$ cat src/sv/crx_pkg.sv
// Package for the COBS frame receiver: event and status structs, result word,
// register indexes and the constants of the decoder and checksum.
// Used by crx_decoder, crx_checker and cobs_frame_receiver.
`default_nettype none

package crx_pkg;

    localparam logic [7:0] DELIM_BYTE = 8'h00;
    localparam logic [7:0] FULL_CODE  = 8'hFF;
    localparam logic [8:0] MOD_BASE   = 9'd255;
    localparam logic [8:0] LEN_SAT    = 9'd511;

    // Configuration register indexes.
    localparam logic [7:0] CFG_OWN_ID      = 8'd0;
    localparam logic [7:0] CFG_ID_POSITION = 8'd1;

    // Result kind codes.
    localparam logic KIND_DATA   = 1'b0;
    localparam logic KIND_STATUS = 1'b1;

    // What one accepted word does to the frame.
    typedef struct packed {
        logic       take;      // a decoded byte comes out
        logic [7:0] value;     // the decoded byte
        logic       close;     // delimiter that ends a frame: status comes out
        logic       overrun;   // the closing frame was too long
        logic       code_err;  // a group still expected data at the delimiter
        logic       clear;     // any delimiter: frame state starts over
    } crx_event_t;

    typedef struct packed {
        logic [8:0] frame_length;
        logic       checksum_ok;
        logic       address_ok;
        logic       too_short;
    } crx_status_t;

    typedef struct packed {
        logic       kind;
        logic [7:0] data_byte;
        logic [8:0] frame_length;
        logic       checksum_ok;
        logic       address_ok;
        logic       too_long;
        logic       coding_error;
        logic       too_short;
        logic       frame_good;
    } crx_result_t;

endpackage

`default_nettype wire

$ cat src/sv/crx_decoder.sv
// COBS decoding state of the frame receiver: hunting, encoded byte count,
// group counter, pending zero and the too-long flag. Depends on crx_pkg.
`default_nettype none

module crx_decoder #(
    parameter int MAX_FRAME_BYTES = 256
) (
    input  wire logic               clk,
    input  wire logic               rst_n,
    input  wire logic               accept,
    input  wire logic [7:0]         rx_byte,
    output crx_pkg::crx_event_t     ev
);
    import crx_pkg::*;

    localparam int CW = $clog2(MAX_FRAME_BYTES);
    localparam logic [CW-1:0] ENC_LIMIT = CW'(MAX_FRAME_BYTES - 1);

    logic          hunting_reg, hunting_next;
    logic [CW-1:0] enc_count_reg, enc_count_next;
    logic [7:0]    group_left_reg, group_left_next;
    logic          zero_pending_reg, zero_pending_next;
    logic          too_long_reg, too_long_next;

    always_ff @(posedge clk or negedge rst_n)
    begin
        if (!rst_n)
        begin
            hunting_reg      <= 1'b1;
            enc_count_reg    <= '0;
            group_left_reg   <= '0;
            zero_pending_reg <= 1'b0;
            too_long_reg     <= 1'b0;
        end
        else
        begin
            hunting_reg      <= hunting_next;
            enc_count_reg    <= enc_count_next;
            group_left_reg   <= group_left_next;
            zero_pending_reg <= zero_pending_next;
            too_long_reg     <= too_long_next;
        end
    end

    always_comb
    begin
        hunting_next      = hunting_reg;
        enc_count_next    = enc_count_reg;
        group_left_next   = group_left_reg;
        zero_pending_next = zero_pending_reg;
        too_long_next     = too_long_reg;
        ev                = '0;
        if (accept)
        begin
            priority if (rx_byte == DELIM_BYTE)
            begin
                ev.clear = 1'b1;
                if (!hunting_reg)
                begin
                    ev.close    = 1'b1;
                    ev.overrun  = too_long_reg;
                    ev.code_err = (group_left_reg != 8'd0);
                end
                hunting_next      = 1'b0;
                enc_count_next    = '0;
                group_left_next   = '0;
                zero_pending_next = 1'b0;
                too_long_next     = 1'b0;
            end
            else if (hunting_reg || too_long_reg)
            begin
                // Bytes before the first delimiter or after an overrun are dropped.
            end
            else if (enc_count_reg >= ENC_LIMIT)
            begin
                too_long_next = 1'b1;
            end
            else
            begin
                enc_count_next = enc_count_reg + 1'b1;
                if (group_left_reg != 8'd0)
                begin
                    group_left_next = group_left_reg - 8'd1;
                    ev.take         = 1'b1;
                    ev.value        = rx_byte;
                end
                else
                begin
                    // Code byte: the zero implied by the previous group comes out now.
                    group_left_next   = rx_byte - 8'd1;
                    zero_pending_next = (rx_byte != FULL_CODE);
                    ev.take           = zero_pending_reg;
                    ev.value          = DELIM_BYTE;
                end
            end
        end
    end

endmodule

`default_nettype wire

$ cat src/sv/crx_checker.sv
// Frame checks of the receiver: decoded byte count, Fletcher-16 sums mod 255,
// two-byte tail delay line and address match. Depends on crx_pkg.
`default_nettype none

module crx_checker #(
    parameter int MAX_FRAME_BYTES = 256
) (
    input  wire logic                clk,
    input  wire logic                rst_n,
    input  wire crx_pkg::crx_event_t ev,
    input  wire logic [7:0]          own_id,
    input  wire logic [7:0]          id_position,
    output crx_pkg::crx_status_t     status
);
    import crx_pkg::*;

    localparam int CW = $clog2(MAX_FRAME_BYTES);
    localparam int PW = (CW > 8) ? CW : 8;
    localparam int LW = (CW > 9) ? CW : 9;

    logic [CW-1:0] count_reg, count_next;
    logic [7:0]    sum_low_reg, sum_low_next;
    logic [7:0]    sum_high_reg, sum_high_next;
    logic [7:0]    tail0_reg, tail0_next;
    logic [7:0]    tail1_reg, tail1_next;
    logic          addr_ok_reg, addr_ok_next;

    logic [PW-1:0] count_wide;
    logic [PW-1:0] pos_wide;
    logic [LW-1:0] count_len;
    logic [8:0]    low_sum, low_mod, high_sum, high_mod;
    logic          short_frame;

    always_ff @(posedge clk or negedge rst_n)
    begin
        if (!rst_n)
        begin
            count_reg    <= '0;
            sum_low_reg  <= '0;
            sum_high_reg <= '0;
            tail0_reg    <= '0;
            tail1_reg    <= '0;
            addr_ok_reg  <= 1'b0;
        end
        else
        begin
            count_reg    <= count_next;
            sum_low_reg  <= sum_low_next;
            sum_high_reg <= sum_high_next;
            tail0_reg    <= tail0_next;
            tail1_reg    <= tail1_next;
            addr_ok_reg  <= addr_ok_next;
        end
    end

    assign count_wide = PW'(count_reg);
    assign pos_wide   = PW'(id_position);

    // The byte leaving the tail line is folded into both sums, each mod 255.
    assign low_sum  = {1'b0, sum_low_reg} + {1'b0, tail0_reg};
    assign low_mod  = (low_sum >= MOD_BASE) ? (low_sum - MOD_BASE) : low_sum;
    assign high_sum = {1'b0, sum_high_reg} + {1'b0, low_mod[7:0]};
    assign high_mod = (high_sum >= MOD_BASE) ? (high_sum - MOD_BASE) : high_sum;

    always_comb
    begin
        count_next    = count_reg;
        sum_low_next  = sum_low_reg;
        sum_high_next = sum_high_reg;
        tail0_next    = tail0_reg;
        tail1_next    = tail1_reg;
        addr_ok_next  = addr_ok_reg;
        priority if (ev.clear)
        begin
            count_next    = '0;
            sum_low_next  = '0;
            sum_high_next = '0;
            tail0_next    = '0;
            tail1_next    = '0;
            addr_ok_next  = 1'b0;
        end
        else if (ev.take)
        begin
            if (count_wide == pos_wide)
            begin
                addr_ok_next = (ev.value == own_id);
            end
            if (count_reg >= CW'(2))
            begin
                sum_low_next  = low_mod[7:0];
                sum_high_next = high_mod[7:0];
            end
            tail0_next = tail1_reg;
            tail1_next = ev.value;
            count_next = count_reg + 1'b1;
        end
        else
        begin
            // No decoded byte this cycle: the frame state holds.
        end
    end

    assign count_len   = LW'(count_reg);
    assign short_frame = (count_reg < CW'(2));

    always_comb
    begin
        status.frame_length = (count_len > LW'(LEN_SAT)) ? LEN_SAT : count_len[8:0];
        status.too_short    = short_frame;
        status.address_ok   = addr_ok_reg;
        status.checksum_ok  = !short_frame &&
                              ({tail0_reg, tail1_reg} == {sum_high_reg, sum_low_reg});
    end

endmodule

`default_nettype wire

$ cat src/sv/cobs_frame_receiver.sv
// Each result is on the outputs in the cycle after the byte that causes it.
// Throughput: one received byte per cycle; the output register is refilled in
// the cycle it is taken, so input stalls only while a result waits unread.
// Reset: hunts for the first delimiter, clears all frame state, own_id and
// id_position read 0, no result pending. Configuration writes are always accepted.
`default_nettype none

module cobs_frame_receiver #(
    parameter int MAX_FRAME_BYTES = 256
) (
    input  wire logic       clk,
    input  wire logic       rst_n,
    input  wire logic       in_valid,
    output logic            in_ready,
    input  wire logic [7:0] rx_byte,
    output logic            out_valid,
    input  wire logic       out_ready,
    output logic            kind,
    output logic [7:0]      data_byte,
    output logic [8:0]      frame_length,
    output logic            checksum_ok,
    output logic            address_ok,
    output logic            too_long,
    output logic            coding_error,
    output logic            too_short,
    output logic            frame_good,
    input  wire logic       cfg_valid,
    output logic            cfg_ready,
    input  wire logic [7:0] cfg_index,
    input  wire logic [7:0] cfg_data
);
    import crx_pkg::*;

    logic        accept;
    crx_event_t  ev;
    crx_status_t status;
    crx_result_t result_next;
    crx_result_t result_reg;
    logic        emit;
    logic        out_valid_reg, out_valid_next;
    logic [7:0]  own_id_reg;
    logic [7:0]  id_position_reg;

    assign in_ready  = !out_valid_reg || out_ready;
    assign accept    = in_valid && in_ready;
    assign cfg_ready = 1'b1;

    always_ff @(posedge clk or negedge rst_n)
    begin
        if (!rst_n)
        begin
            own_id_reg      <= '0;
            id_position_reg <= '0;
        end
        else if (cfg_valid)
        begin
            if (cfg_index == CFG_OWN_ID)
            begin
                own_id_reg <= cfg_data;
            end
            if (cfg_index == CFG_ID_POSITION)
            begin
                id_position_reg <= cfg_data;
            end
        end
    end

    crx_decoder #(
        .MAX_FRAME_BYTES(MAX_FRAME_BYTES)
    ) u_decoder (
        .clk     (clk),
        .rst_n   (rst_n),
        .accept  (accept),
        .rx_byte (rx_byte),
        .ev      (ev)
    );

    crx_checker #(
        .MAX_FRAME_BYTES(MAX_FRAME_BYTES)
    ) u_checker (
        .clk         (clk),
        .rst_n       (rst_n),
        .ev          (ev),
        .own_id      (own_id_reg),
        .id_position (id_position_reg),
        .status      (status)
    );

    assign emit = ev.take || ev.close;

    always_comb
    begin
        result_next = '0;
        if (ev.close)
        begin
            result_next.kind = KIND_STATUS;
            if (ev.overrun)
            begin
                // An overrun frame reports only the overrun.
                result_next.too_long = 1'b1;
            end
            else
            begin
                result_next.frame_length = status.frame_length;
                result_next.checksum_ok  = status.checksum_ok;
                result_next.address_ok   = status.address_ok;
                result_next.coding_error = ev.code_err;
                result_next.too_short    = status.too_short;
                result_next.frame_good   = status.checksum_ok && status.address_ok &&
                                           !ev.code_err && !status.too_short;
            end
        end
        else
        begin
            result_next.kind      = KIND_DATA;
            result_next.data_byte = ev.value;
        end
    end

    always_comb
    begin
        priority if (emit)
        begin
            out_valid_next = 1'b1;
        end
        else if (out_ready)
        begin
            out_valid_next = 1'b0;
        end
        else
        begin
            out_valid_next = out_valid_reg;
        end
    end

    always_ff @(posedge clk or negedge rst_n)
    begin
        if (!rst_n)
        begin
            out_valid_reg <= 1'b0;
        end
        else
        begin
            out_valid_reg <= out_valid_next;
        end
    end

    always_ff @(posedge clk)
    begin
        if (emit)
        begin
            result_reg <= result_next;
        end
    end

    assign out_valid    = out_valid_reg;
    assign kind         = result_reg.kind;
    assign data_byte    = result_reg.data_byte;
    assign frame_length = result_reg.frame_length;
    assign checksum_ok  = result_reg.checksum_ok;
    assign address_ok   = result_reg.address_ok;
    assign too_long     = result_reg.too_long;
    assign coding_error = result_reg.coding_error;
    assign too_short    = result_reg.too_short;
    assign frame_good   = result_reg.frame_good;

    // A frame end always leaves a status word in the output register.
    assert property (@(posedge clk) disable iff (!rst_n)
        ev.close |=> (out_valid_reg && result_reg.kind == KIND_STATUS))
        else $error("frame end did not produce a status word");

    // One accepted byte never yields both a data word and a status word.
    assert property (@(posedge clk) disable iff (!rst_n)
        !(ev.take && ev.close))
        else $error("data and status from the same byte");

    // An overrun status carries no length and is never good.
    assert property (@(posedge clk) disable iff (!rst_n)
        (out_valid_reg && result_reg.too_long) |->
            (result_reg.frame_length == 9'd0 && !result_reg.frame_good))
        else $error("overrun status carries other fields");

    // A good frame has passed every check.
    assert property (@(posedge clk) disable iff (!rst_n)
        (out_valid_reg && result_reg.frame_good) |->
            (result_reg.checksum_ok && result_reg.address_ok &&
             !result_reg.too_short && !result_reg.coding_error))
        else $error("frame_good set with a failed check");

    // A waiting result is never overwritten before it is taken.
    assert property (@(posedge clk) disable iff (!rst_n)
        (out_valid_reg && !out_ready) |-> !emit)
        else $error("result overwritten while stalled");

endmodule

`default_nettype wire
$ cat config.mk
export PLATFORM = sky130hd
export DESIGN_NAME = cobs_frame_receiver
export DESIGN_NICKNAME = d
export VERILOG_FILES = /design/src/sv/crx_pkg.sv /design/src/sv/crx_decoder.sv /design/src/sv/crx_checker.sv /design/src/sv/cobs_frame_receiver.sv
export SDC_FILE = /design/constraint.sdc
export NUM_CORES = 1
export LEC_CHECK = 0
export ABC_AREA = 1
export BUFFER_PORTS_ARGS = -buffer_cell sky130_fd_sc_hd__buf_4
export CORE_ASPECT_RATIO = 0.6
export CORE_UTILIZATION = 55
export DETAILED_ROUTE_END_ITERATION = 7
export PLACE_DENSITY = 0.77
export SLEW_MARGIN = 15
export SYNTH_ARGS = -nofsm -noshare
export SYNTH_HDL_FRONTEND = slang
export SYNTH_HIERARCHICAL = 1
export SYNTH_SLANG_ARGS = --single-unit
export TNS_END_PERCENT = 20
$ cat constraint.sdc
create_clock -name clk -period 4.1 [get_ports clk]
set_clock_uncertainty 0.05 [all_clocks]
set_input_delay 0.82 -clock clk [delete_from_list [all_inputs] [get_ports clk]]
set_output_delay 0.82 -clock clk [all_outputs]
set_load 0.05 [all_outputs]
==> out/results.tsv <==
stage	metric	value	unit
finish	nets	964	
timing	tightest_slew	0.9727	ns
worst_setup_path	crit_required	4.28	ns
global_routing	antenna_found_initial	0	
die	rows	29	
die	pin_count	56	
outcome	violations	negative setup slack	
die	die-area	0.01186	mm²
finish	finalNonFillerCells	1055	
synthesis	synthAdderAreaFrac	0.05023	
global_routing	grt_pass1_wl	26440	µm
finish	fin_area	0.007644	mm²
detailed_routing	first_pass_iters	7	
timing	hold_viol	0	
power_and_ir_drop	power_density	340.9	mW/mm²
finish	final_core_util	0.7045	
worst_setup_path	critical_path.top_delay_family	simple AND/OR/NAND/NOR gates	
clocking	clock-sinks	101	
worst_setup_path	slowest_delay	0.59	ns
worst_setup_path	arrival	4.29	ns
timing	setup_violations	4	
timing	rsz0062_at_grt	true	
synthesis	synth_cell_types	55	
placement	dpl_cell_area	0.006999	mm²
synthesis	synth_top_family_by_area	simple AND/OR/NAND/NOR gates	
clocking	cts_buffer_depth	2	
placement	hpwl	11740	µm
power_and_ir_drop	vdd_drop_max	285.0	µV
synthesis	mappedNetlistArea	0.006277	mm²
job	max_cap_violations	0	
synthesis	yosysWarnings	6	
detailed_routing	drc	0	
global_routing	grt_max_degree	78	
detailed_routing	wl_per_cell	15.18	µm
global_routing	grt_overflow_total	0	
synthesis	synth-xor-area-share	0.04006	
placement	gp_congestion	0.9155	
detailed_routing	via_per_inst	5.446	
timing	maxSlewHeadroom	0.3515	
synthesis	synth_edf_count	24	
clocking	clkTransAtPathRegs	0.07	ns
synthesis	syn_nets	870	
min_path	hp-class	flip-flop to flip-flop	
worst_setup_path	slowest_stage	fa_2	
synthesis	yosysSeqAreaShare	0.4220	
worst_setup_path	crit_fanout	4	
timing	fin_ws	-0.01454	ns
finish	drive_gt1_frac	0.2172	
timing	max_freq	0.2430	GHz
die	start_util	0.5786	
synthesis	synth_compound_area_frac	0.07973	
worst_setup_path	cp_num_buf_inv	7	
clocking	cts_buffers	9	
synthesis	synth-seq-cells	101	
detailed_routing	via_count	5746	
timing	drv_slew	0	
synthesis	ys.flop_type	dfrtp_1	
placement	place_inst	1024	
outcome	status	finished, violations left	
worst_setup_path	crit_path_frequent_cell	inv_2	
synthesis	syn_inst	817	
die	die_y	84.75	µm
clocking	tritoncts	built	
clocking	ctsRootBufferMaster	clkbuf_16	
global_routing	track_usage	0.2840	
worst_setup_path	end_kind	flip-flop	
clocking	worstSkewPairLatency	0.34	ns
synthesis	async_flop_share	0.7624	
placement	io_buffer_count	54	
timing	fin_crit	4.115	ns
die	fp.dieW	139.9	µm
worst_setup_path	criticalPathCategory	flip-flop to flip-flop	
detailed_routing	ant_nets	0	
finish	diodes	0	
detailed_routing	drt-total-wl	16020	µm
power_and_ir_drop	leakagePower	4.089	nW
synthesis	synth-simple-area-share	0.3155	
placement	dp_slack	-0.1710	ns
global_routing	grt_pass1_vias	5471	
synthesis	muxShareOfSynthArea	0	
clocking	h-tree-depth	3	
detailed_routing	drt_iter0_markers	434	
finish	area_growth	21.77	%
finish	largest_reg_flops	9	
timing	finalCritPeriodShare	1.004	
die	coreArea	0.01085	mm²
synthesis	avgSynthCellArea	7.683	µm²
worst_setup_path	start_kind	flip-flop	
[placed cells by master (no fill, tap or decap), types with 5 or more instances in the layout]
cell type / n
nor3_1: 15
nand3_1: 52
nor2_4: 8
nand2_1: 212
nor2_1: 65
xor2_1: 17
a21oi_1: 22
inv_2: 7
o22ai_1: 11
ha_4: 7
edfxtp_1: 24
ha_1: 14
nand4_1: 10
clkbuf_16: 10
nor2_2: 8
dfrtp_1: 76
or2_2: 5
inv_1: 123
xnor2_1: 8
nand2_4: 5
buf_4: 93
o21ai_0: 32
nand2_2: 28
nand3b_1: 6
[through the flow]
step	hold slack, ns	setup TNS [ns]	power [W]
5_1_grt	0.4311	-1.399	0.002720
3_3_place_gp	0.3900	0	0.001643
6_report	0.4155	-0.02860	0.002606
2_1_floorplan	0.3817	0	0.001510
3_5_place_dp	0.4017	-1.049	0.001667
4_1_cts	0.4122	0	0.002559
[layout make-up]
type / instances / area, µm²
Inverter: 132 / 498.0
Fill cell: 801 / 3206
Timing Repair Buffer: 95 / 729.5
Sequential cell: 101 / 2649
Clock buffer: 14 / 285.3
Multi-Input combinational cell: 572 / 3271
Tap cell: 139 / 173.9
Clock inverter: 2 / 37.54
[layer usage]
layer	GRT usage	wire (µm)	vias to the layer above
met1	0.4082	7128	2703
li1	-	-	2790
met2	0.4509	7439	237
met3	0.05419	1354	16
met4	0.05594	93	0
met5	0	0	-
[worst min-delay path, cell delays in order (launching register included)]
cell	delay [ns]
dfstp_2	0.38
inv_1	0.05
nor2_1	0.04
[kinds of logic (layout without fill, tap and decap cells)]
group           Yosys count  count (layout)
fa+ha+maj                24              24
simple gates            431             432
xor+xnor                 27              27
flops                   101             101
compound gates           87              87
buf+inv                 145             243
other cells               2               2
[cells in the mapped netlist (all sizes together), types with 10 or more instances]
cell      n  area (µm²)
nand2   245       982.2
inv     131       491.7
nor2     82       381.6
dfrtp    76        1902
nand3    57       312.8
o21ai    35       175.2
a21oi    25       128.9
edfxtp   24       720.7
ha       22       275.3
nor3     17       101.4
xor2     17       148.9
o22ai    11       68.82
nand4    10       62.56
xnor2    10       102.6
[worst paths after layout]
kind | from | slack [ns] | end | cells past startpoint
worst max-delay path | u_checker/tail0_reg[0]$_DFFE_PN0P_ | -0.01 | u_checker/sum_high_reg[6]$_DFFE_PN0P_ | 26
worst max register to register | u_checker/tail0_reg[0]$_DFFE_PN0P_ | -0.01 | u_checker/sum_high_reg[6]$_DFFE_PN0P_ | 26
worst min-delay path | u_decoder/hunting_reg$_DFFE_PN1P_ | 0.42 | u_decoder/hunting_reg$_DFFE_PN1P_ | 2
min in group asynchronous | rst_n | 0.57 | u_checker/count_reg[4]$_DFFE_PN0P_ | 1
max in group asynchronous | rst_n | 2.79 | u_decoder/group_left_reg[4]$_DFFE_PN0P_ | 1
worst min register to register | u_decoder/hunting_reg$_DFFE_PN1P_ | 0.42 | u_decoder/hunting_reg$_DFFE_PN1P_ | 2
[power breakdown]
group          total [W]  switching (W)  internal (W)
Sequential       0.00116      0.0000645       0.00109
Clock           0.000892       0.000348      0.000544
Combinational   0.000558       0.000338      0.000220
Total            0.00261       0.000751       0.00186
[repair_timing]
| item | CTS | global route |
|---|---|---|
| hold buffers | 0 | 0 |
| resized for setup | 9 | 39 |
| gates cloned | 1 | 0 |
| setup endpoints to repair | 8 | 8 |
| setup buffers | 2 | 12 |
| pin swaps | 5 | 26 |
No activity file was read; power rests on OpenSTA's default activity.
